### src/sv/ptts_pkg.sv
package ptts_pkg;

    localparam int NUM_SLOTS = 16;
    localparam int IDX_W     = (NUM_SLOTS > 1) ? $clog2(NUM_SLOTS) : 1;
    localparam int SLOT_W    = 4;

    localparam logic [2:0] CMD_ADD  = 3'd0;
    localparam logic [2:0] CMD_DEL  = 3'd1;
    localparam logic [2:0] CMD_QRY  = 3'd2;
    localparam logic [2:0] CMD_TICK = 3'd3;
    localparam logic [2:0] CMD_DSP  = 3'd4;

    localparam logic [1:0] ST_RUNNABLE = 2'd0;
    localparam logic [1:0] ST_RUNNING  = 2'd1;
    localparam logic [1:0] ST_STOPPED  = 2'd2;
    localparam logic [1:0] ST_ERROR    = 2'd3;

    localparam logic [1:0] K_ADD  = 2'd0;
    localparam logic [1:0] K_DEL  = 2'd1;
    localparam logic [1:0] K_STAT = 2'd2;
    localparam logic [1:0] K_FIRE = 2'd3;

    localparam logic [15:0] TICK_DIV_RST = 16'd392;

    typedef struct packed {
        logic [2:0]  cmd;
        logic [7:0]  task_key;
        logic [15:0] period;
    } t_item;

    typedef struct packed {
        logic [1:0] resp_kind;
        logic [7:0] out_task;
        logic [3:0] slot_index;
        logic [1:0] task_status;
        logic       ok;
        logic       last;
    } t_result;

    typedef struct packed {
        logic             accept;
        logic             scan;
        logic             flush;
        logic             last_slot;
        logic [IDX_W-1:0] idx;
        logic [2:0]       op;
    } t_dp_ctl;

    typedef struct packed {
        logic hit;
        logic wrap;
    } t_dp_sts;

endpackage

### src/sv/ptts_ctrl.sv
module ptts_ctrl (
    input  logic              i_clk,
    input  logic              i_rst_n,
    input  logic              start,
    input  logic [2:0]        i_cmd,
    input  ptts_pkg::t_dp_sts i_sts,
    output logic              busy,
    output ptts_pkg::t_dp_ctl o_ctl
);
    import ptts_pkg::*;

    localparam logic [1:0] S_IDLE  = 2'd0;
    localparam logic [1:0] S_SCAN  = 2'd1;
    localparam logic [1:0] S_FLUSH = 2'd2;

    localparam logic [IDX_W-1:0] LAST_IDX = IDX_W'(NUM_SLOTS - 1);

    logic [1:0]       r_state, n_state;
    logic [IDX_W-1:0] r_idx, n_idx;
    logic [2:0]       r_op, n_op;
    logic             accept;
    logic             last_slot;

    assign accept    = start && (r_state == S_IDLE);
    assign last_slot = (r_idx == LAST_IDX);
    assign busy      = (r_state != S_IDLE);

    always_comb begin
        n_state = r_state;
        n_idx   = r_idx;
        n_op    = r_op;
        unique case (r_state)
            S_IDLE: begin
                n_idx = '0;
                if (accept) begin
                    n_op = i_cmd;
                    case (i_cmd) inside
                        CMD_ADD, CMD_DEL, CMD_QRY, CMD_DSP: n_state = S_SCAN;
                        CMD_TICK: begin
                            if (i_sts.wrap) begin
                                n_state = S_SCAN;
                            end
                        end
                        default: n_state = S_IDLE;
                    endcase
                end
            end
            S_SCAN: begin
                if (i_sts.hit && (r_op == CMD_ADD || r_op == CMD_DEL || r_op == CMD_QRY)) begin
                    n_state = S_IDLE;
                end else if (last_slot) begin
                    n_state = (r_op == CMD_DSP) ? S_FLUSH : S_IDLE;
                end else begin
                    n_idx = r_idx + 1'b1;
                end
            end
            S_FLUSH: n_state = S_IDLE;
            default: n_state = S_IDLE;
        endcase
    end

    always_ff @(posedge i_clk) begin
        if (!i_rst_n) begin
            r_state <= S_IDLE;
            r_idx   <= '0;
            r_op    <= CMD_ADD;
        end else begin
            r_state <= n_state;
            r_idx   <= n_idx;
            r_op    <= n_op;
        end
    end

    always_comb begin
        o_ctl.accept    = accept;
        o_ctl.scan      = (r_state == S_SCAN);
        o_ctl.flush     = (r_state == S_FLUSH);
        o_ctl.last_slot = last_slot;
        o_ctl.idx       = r_idx;
        o_ctl.op        = r_op;
    end

    a_idle_holds: assert property (@(posedge i_clk) disable iff (!i_rst_n)
        (r_state == S_IDLE && !accept) |=> (r_state == S_IDLE))
        else $error("controller left idle without a command");

    a_flush_once: assert property (@(posedge i_clk) disable iff (!i_rst_n)
        (r_state == S_FLUSH) |=> (r_state == S_IDLE))
        else $error("flush did not return to idle");

    a_scan_ends: assert property (@(posedge i_clk) disable iff (!i_rst_n)
        (r_state == S_SCAN && last_slot) |=> (r_state != S_SCAN))
        else $error("scan ran past the last slot");

endmodule

### src/sv/ptts_dp.sv
module ptts_dp (
    input  logic              i_clk,
    input  logic              i_rst_n,
    input  ptts_pkg::t_dp_ctl i_ctl,
    input  ptts_pkg::t_item   i_item,
    input  logic              i_cfg_we,
    input  logic [15:0]       i_cfg_data,
    output ptts_pkg::t_dp_sts o_sts,
    output logic              o_result_valid,
    output ptts_pkg::t_result o_result
);
    import ptts_pkg::*;

    logic [7:0]  r_slot_key [NUM_SLOTS];
    logic [15:0] r_slot_per [NUM_SLOTS];
    logic [15:0] r_slot_cd  [NUM_SLOTS];
    logic [1:0]  r_slot_st  [NUM_SLOTS];

    logic [15:0] r_tick_div;
    logic [15:0] r_pre;
    logic [7:0]  r_key_q;
    logic [15:0] r_per_q;

    logic        r_out_vld, n_out_vld;
    t_result     r_out, n_out;
    logic        r_pend_vld, n_pend_vld;
    t_result     r_pend, n_pend;

    logic [7:0]  cur_key;
    logic [15:0] cur_per;
    logic [15:0] cur_cd;
    logic [1:0]  cur_st;
    logic        hit;
    logic        wrap;
    logic [3:0]  slot_no;

    assign cur_key = r_slot_key[i_ctl.idx];
    assign cur_per = r_slot_per[i_ctl.idx];
    assign cur_cd  = r_slot_cd[i_ctl.idx];
    assign cur_st  = r_slot_st[i_ctl.idx];
    assign slot_no = SLOT_W'(i_ctl.idx);
    assign wrap    = ({1'b0, r_pre} + 17'd1) >= {1'b0, r_tick_div};

    always_comb begin
        case (i_ctl.op) inside
            CMD_ADD:          hit = (cur_st == ST_STOPPED);
            CMD_DEL, CMD_QRY: hit = (cur_key == r_key_q);
            CMD_DSP:          hit = (cur_st == ST_RUNNABLE) && (cur_cd == '0);
            default:          hit = 1'b0;
        endcase
    end

    assign o_sts.hit  = hit;
    assign o_sts.wrap = wrap;

    always_comb begin
        n_out_vld  = 1'b0;
        n_out      = r_out;
        n_pend_vld = r_pend_vld;
        n_pend     = r_pend;
        if (i_ctl.scan) begin
            case (i_ctl.op) inside
                CMD_ADD, CMD_DEL, CMD_QRY: begin
                    if (hit || i_ctl.last_slot) begin
                        n_out_vld        = 1'b1;
                        n_out.out_task   = r_key_q;
                        n_out.last       = 1'b1;
                        n_out.slot_index = hit ? slot_no : '0;
                        n_out.ok         = hit && (i_ctl.op != CMD_QRY);
                        if (i_ctl.op == CMD_ADD) begin
                            n_out.resp_kind   = K_ADD;
                            n_out.task_status = hit ? ST_RUNNABLE : ST_ERROR;
                        end else if (i_ctl.op == CMD_DEL) begin
                            n_out.resp_kind   = K_DEL;
                            n_out.task_status = hit ? ST_STOPPED : ST_ERROR;
                        end else begin
                            n_out.resp_kind   = K_STAT;
                            n_out.task_status = hit ? cur_st : ST_ERROR;
                        end
                    end
                end
                CMD_DSP: begin
                    if (hit) begin
                        if (r_pend_vld) begin
                            n_out_vld  = 1'b1;
                            n_out      = r_pend;
                            n_out.last = 1'b0;
                        end
                        n_pend_vld         = 1'b1;
                        n_pend.resp_kind   = K_FIRE;
                        n_pend.out_task    = cur_key;
                        n_pend.slot_index  = slot_no;
                        n_pend.task_status = ST_RUNNABLE;
                        n_pend.ok          = 1'b1;
                        n_pend.last        = 1'b1;
                    end
                end
                default: n_out_vld = 1'b0;
            endcase
        end
        if (i_ctl.flush && r_pend_vld) begin
            n_out_vld  = 1'b1;
            n_out      = r_pend;
            n_out.last = 1'b1;
            n_pend_vld = 1'b0;
        end
    end

    always_ff @(posedge i_clk) begin
        if (!i_rst_n) begin
            for (int i = 0; i < NUM_SLOTS; i++) begin
                r_slot_key[i] <= '0;
                r_slot_per[i] <= '0;
                r_slot_cd[i]  <= '0;
                r_slot_st[i]  <= ST_STOPPED;
            end
        end else if (i_ctl.scan) begin
            case (i_ctl.op) inside
                CMD_ADD: begin
                    if (hit) begin
                        r_slot_key[i_ctl.idx] <= r_key_q;
                        r_slot_per[i_ctl.idx] <= r_per_q;
                        r_slot_cd[i_ctl.idx]  <= r_per_q;
                        r_slot_st[i_ctl.idx]  <= ST_RUNNABLE;
                    end
                end
                CMD_DEL: begin
                    if (hit) begin
                        r_slot_st[i_ctl.idx] <= ST_STOPPED;
                    end
                end
                CMD_TICK: begin
                    if (cur_st == ST_RUNNABLE && cur_cd != '0) begin
                        r_slot_cd[i_ctl.idx] <= cur_cd - 16'd1;
                    end
                end
                CMD_DSP: begin
                    if (hit) begin
                        r_slot_cd[i_ctl.idx] <= cur_per;
                    end
                end
                default: ;
            endcase
        end
    end

    always_ff @(posedge i_clk) begin
        if (!i_rst_n) begin
            r_tick_div <= TICK_DIV_RST;
            r_pre      <= '0;
            r_out_vld  <= 1'b0;
            r_pend_vld <= 1'b0;
        end else begin
            if (i_cfg_we) begin
                r_tick_div <= i_cfg_data;
            end
            if (i_ctl.accept && i_item.cmd == CMD_TICK) begin
                r_pre <= wrap ? 16'd0 : r_pre + 16'd1;
            end
            r_out_vld  <= n_out_vld;
            r_pend_vld <= n_pend_vld;
        end
    end

    always_ff @(posedge i_clk) begin
        if (i_ctl.accept) begin
            r_key_q <= i_item.task_key;
            r_per_q <= i_item.period;
        end
        r_out  <= n_out;
        r_pend <= n_pend;
    end

    assign o_result_valid = r_out_vld;
    assign o_result       = r_out;

    a_single_last: assert property (@(posedge i_clk) disable iff (!i_rst_n)
        (r_out_vld && r_out.resp_kind != K_FIRE) |-> r_out.last)
        else $error("command reply without last flag");

    a_flush_clears: assert property (@(posedge i_clk) disable iff (!i_rst_n)
        i_ctl.flush |=> !r_pend_vld)
        else $error("pending fire survived the flush");

    a_fire_ok: assert property (@(posedge i_clk) disable iff (!i_rst_n)
        (r_out_vld && r_out.resp_kind == K_FIRE) |-> (r_out.ok && r_out.task_status == ST_RUNNABLE))
        else $error("fire beat with wrong status");

endmodule

### src/sv/periodic_task_table_scheduler.sv
// Periodic task table scheduler with sixteen slots.
// A command beat (add, delete, query, tick or dispatch) is taken at a clock
// edge where start is high and busy is low. Each slot is examined in turn, one
// slot per clock cycle, so the single table port sets the pace.
// Add, delete and query give one result beat, from the slot that decides the
// answer, or once the last slot has been examined when no slot does.
// A tick only steps the prescaler unless the prescaler wraps; then each slot is
// scanned and each runnable countdown that is not yet zero is stepped down.
// Dispatch scans every slot, then passes a flush state, and gives one fire beat
// per qualifying slot in slot order, the final one flagged by last.
// A command that gives no result gives no beat at all. The next command can be
// taken in the cycle in which the final result beat is presented.
// Results appear on o_result for exactly one cycle, marked by o_result_valid;
// the receiver cannot stall them.
// The tick divider is written through its own valid/ready channel, which is
// ready whenever the block is idle and no command is being offered.
// Synchronous reset stops every slot, clears keys, periods, countdowns and the
// prescaler, and restores the tick divider to 392; no clearing pass follows.
module periodic_task_table_scheduler (
    input  logic              i_clk,
    input  logic              i_rst_n,
    input  logic              start,
    output logic              busy,
    input  ptts_pkg::t_item   i_item,
    output logic              o_result_valid,
    output ptts_pkg::t_result o_result,
    input  logic              i_cfg_valid,
    output logic              o_cfg_ready,
    input  logic [15:0]       i_cfg_data
);
    import ptts_pkg::*;

    t_dp_ctl ctl;
    t_dp_sts sts;

    assign o_cfg_ready = !busy && !start;

    ptts_ctrl u_ctrl (
        .i_clk   (i_clk),
        .i_rst_n (i_rst_n),
        .start   (start),
        .i_cmd   (i_item.cmd),
        .i_sts   (sts),
        .busy    (busy),
        .o_ctl   (ctl)
    );

    ptts_dp u_dp (
        .i_clk          (i_clk),
        .i_rst_n        (i_rst_n),
        .i_ctl          (ctl),
        .i_item         (i_item),
        .i_cfg_we       (i_cfg_valid && o_cfg_ready),
        .i_cfg_data     (i_cfg_data),
        .o_sts          (sts),
        .o_result_valid (o_result_valid),
        .o_result       (o_result)
    );

endmodule

### config.mk
export PLATFORM = sky130hd
export DESIGN_NAME = periodic_task_table_scheduler
export DESIGN_NICKNAME = d
export VERILOG_FILES = /design/src/sv/ptts_pkg.sv /design/src/sv/ptts_ctrl.sv /design/src/sv/ptts_dp.sv /design/src/sv/periodic_task_table_scheduler.sv
export SDC_FILE = /design/constraint.sdc
export NUM_CORES = 1
export LEC_CHECK = 0
export BUFFER_PORTS_ARGS = -buffer_cell sky130_fd_sc_hd__buf_4
export CAP_MARGIN = 20
export CELL_PAD_IN_SITES_DETAIL_PLACEMENT = 1
export CELL_PAD_IN_SITES_GLOBAL_PLACEMENT = 2
export CORE_ASPECT_RATIO = 0.6
export CORE_MARGIN = 5
export CORE_UTILIZATION = 35
export DETAILED_ROUTE_END_ITERATION = 8
export GPL_ROUTABILITY_DRIVEN = 0
export GPL_TIMING_DRIVEN = 0
export HOLD_SLACK_MARGIN = 0.06
export MAX_ROUTING_LAYER = met4
export PLACE_DENSITY = 0.68
export SKIP_CTS_REPAIR_TIMING = 1
export SYNTH_ARGS = -nofsm -noshare
export SYNTH_HDL_FRONTEND = slang
export SYNTH_SLANG_ARGS = --single-unit
### constraint.sdc
create_clock -name i_clk -period 8.4 [get_ports i_clk]
set_clock_uncertainty 0.2 [all_clocks]
set_input_delay 0 -clock i_clk [delete_from_list [all_inputs] [get_ports i_clk]]
set_output_delay 0 -clock i_clk [all_outputs]
set_load 0.05 [all_outputs]
==> impl_metrics.toml <==
[status]
status = "finished, final reports clean"

[pwr]
leakagePower_nw = 14.18
powerDensity_nw_per_um2 = 202.1
power.share.clock_pct = 41.5
p_int_w = 0.006376
pwr-share-comb_pct = 6.6
switching_power_w = 0.001928
p_seq_share_pct = 51.9
netSwitchingFraction_pct = 23.21
ir_drop_mv = 0.1459

[finish]
fin_util_pct = 41.73
final_common_cell = "edfxtp_1"
final_cell_mix = "709 x edfxtp_1, 362 x nor2_1, 326 x and2_1"
drive_gt1_share_pct = 17.48
area_growth_pct = 18.14
fill_cells = 10100
seq_area_um2 = 22250
layout.nets = 2829
multi_input_area_um2 = 11580
fin_area_um2 = 41080

[sta]
tns_ps = 0
whs_ps = 43.71
setup_viol_count_final = 0
tightest_slew_ps = 1180
slew_viol_final = 0
max_slew_margin_pct = 21.33
min_period_over_period_pct = 99.09
finalHoldViolCount = 0
fmax_mhz = 120.1
rsz0062_at_grt = "false"
finalCriticalPeriod_ps = 8324

[global_route]
grt_antenna_before_repair = 8
grt_use_total_pct = 23.44
grt_max_degree = 25
gr-total-overflow = 0
grt_pass1_wl_um = 171300
grt_pass1_vias = 22780

[placed_design]
io_buffers = 67
hpwl_um = 87440
placed_area_um2 = 37340

[clock_network]
clock_path_buffers = 3
cts-root-buf = "clkbuf_16"
cts_tree = "done"
clock_sinks = 757
cts_max_level = 3
cts_made_buffers = 76
clock_latency_ps = 670
cts.clk_slew.worst_paths_ps = 60

[floorplan]
dieArea_um2 = 106000
start_util_pct = 35.32
die_h_um = 254.2
row_count = 89
core_area_um2 = 98440
die_w_um = 416.9
pin_count = 68

[worst_setup_path]
critPathMaxFanout = 11
cp-end-kind = "register"
cp.required_ps = 8610
critPathMaxStageDelay_ps = 860
crit_chain = "clkbuf_1 -> clkbuf_1 -> clkbuf_1 -> clkbuf_1 -> nor2_1 -> a21oi_1 -> ha_1 -> nor3b_1 -> o211ai_1 -> or4_1 -> buf_2 -> and2_1 -> buf_2 -> or3_1 -> buf_2 -> buf_4 -> nand2_2 -> nand2_1 -> buf_16"
cp_top_family = "buffers and inverters"
cpMostUsedCell = "clkbuf_1"
path_buf_inv = 9
worstPathArrival_ps = 8530
critPathLaunchType = "register"
path_class = "register to register"
crit_slowest_cell = "clkbuf_1"

[synthesis]
netlist_area_um2 = 34770
ys_warn_count = 0
ys_ff_latch = 757
syn_inst = 2475
syn_area_per_cell_um2 = 14.05
synth_ff_type = "edfxtp_1"
synth_edf_count = 709
synth_nets = 2544
ys_seq_area_share_pct = 63.99
ys_async_sr_fraction_pct = 0
synth_cell_types = 78

[routing]
antenna_left = 0
drt-pass1-iter-count = 5
routed-via-count = 23310
routed_wl_um = 122500
avgRoutedWirePerCell_um = 29.61
drc = 0
drtIter0Drc = 2709
post_drt_via_cell_ratio = 5.634

[flow_run]
maxCapViolations = 0

[min_path]
hp-class = "input port to register"
## worst reg2reg max path: stages, from the launching register on
cell and delay, ps:
dfxtp_1 600, clkbuf_1 820, clkbuf_1 520, clkbuf_1 860, clkbuf_1 870, nor2_1 120
a21oi_1 280, ha_1 280, nor3b_1 340, o211ai_1 420, or4_1 520, buf_2 220
and2_1 170, buf_2 190, or3_1 370, buf_2 180, buf_4 210, nand2_2 170
nand2_1 360, buf_16 330
## final timing paths
kind                                 from                                  end  slack [ps]  cells after the start
max                              register  u_dp.r_slot_cd[15][1]$_SDFFCE_PN0P_          80                     19
min                           i_cfg_valid      u_dp.r_tick_div[0]$_SDFFE_PN0P_          40                      5
max reg2reg                      register  u_dp.r_slot_cd[15][1]$_SDFFCE_PN0P_          80                     19
min reg2reg  u_ctrl.r_idx[3]$_SDFFE_PN0P_             u_dp.r_pend[7]$_DFFE_PP_         260                      0
## stage by stage
stage               power, W  cells  setup slack (ps)
global placement    0.004856   3861            -977.0
CTS                 0.008306   4012             -1107
floorplan           0.004638   2475              2484
detailed placement  0.004886   3879             -1068
global route        0.008561   4134             4.547
finish              0.008304   4137             76.29
## logic make-up after synthesis
kind of cell	after synthesis	synth area share, %
and+or+nand+nor	981	14.22
DFF	757	63.99
buffers and inverters	247	3.001
muxes	241	13.18
AOI/OAI and AO/OA	194	3.983
xor gates and xnor gates	33	0.8312
adders and majority gates	22	0.7916
## registers in the layout, indices dropped and copies added, names as in the netlist, named ones only
signal / cells
u_ctrl.r_idx: 4
u_dp.r_slot_st: 16
u_dp.r_tick_div: 16
u_dp.r_key_q: 8
u_ctrl.r_state: 2
u_dp.o_result: 18
u_dp.r_pend_vld: 1
u_dp.r_pend: 12
u_dp.r_slot_key: 128
u_dp.r_per_q: 16
u_dp.r_slot_per: 256
u_dp.r_slot_cd: 256
u_dp.o_result_valid: 1
u_dp.r_pre: 16
u_ctrl.r_op: 3
## final cells by class
cell class	instances	area share, %
flip-flops and latches	757	54.17
multi-input cells	1471	28.20
repair buffers	209	5.257
clock buffers	97	4.873
well taps	1319	4.017
plain buffers	193	2.074
clock inverters	36	0.9168
inverters	52	0.4751
diodes	3	0.01827
## cells in the mapped netlist (12+ instances only)
master,n,share of area (%)
edfxtp_1,709,61
nor2_1,363,3.9
and2_1,326,5.9
mux4_2,171,11
clkbuf_1,132,1.4
nand2_1,129,1.4
mux2i_1,55,1.6
dfxtp_1,48,2.8
inv_1,48,0.52
buf_2,42,0.60
o21ai_0,42,0.60
and3_1,37,0.67
a21oi_1,32,0.46
nand3_1,23,0.33
xnor2_1,23,0.58
ha_1,22,0.79
nor2b_1,20,0.36
a22o_1,17,0.43
a22oi_1,15,0.32
nand2b_1,15,0.27
mux2_2,13,0.42
nor3_1,12,0.17
## power by group through the flow
stage                     registers (W)  logic (W)  clock network [W]
final                           0.00431   0.000548            0.00345
after global routing            0.00432   0.000579            0.00366
after CTS                       0.00431   0.000497            0.00350
after detailed placement        0.00439   0.000496                  0
after global placement          0.00438   0.000472                  0
after floorplan                 0.00437   0.000266                  0
## per-layer routing
layer | up-vias | global-route usage, % | routed length [um]
li1 | 9671 | - | -
met1 | 12450 | 36.06 | 58460
met2 | 1066 | 31.92 | 50250
met3 | 125 | 5.557 | 12150
met4 | 0 | 3.552 | 1629
met5 | - | - | 0
(Power assumes the default switching activity.)
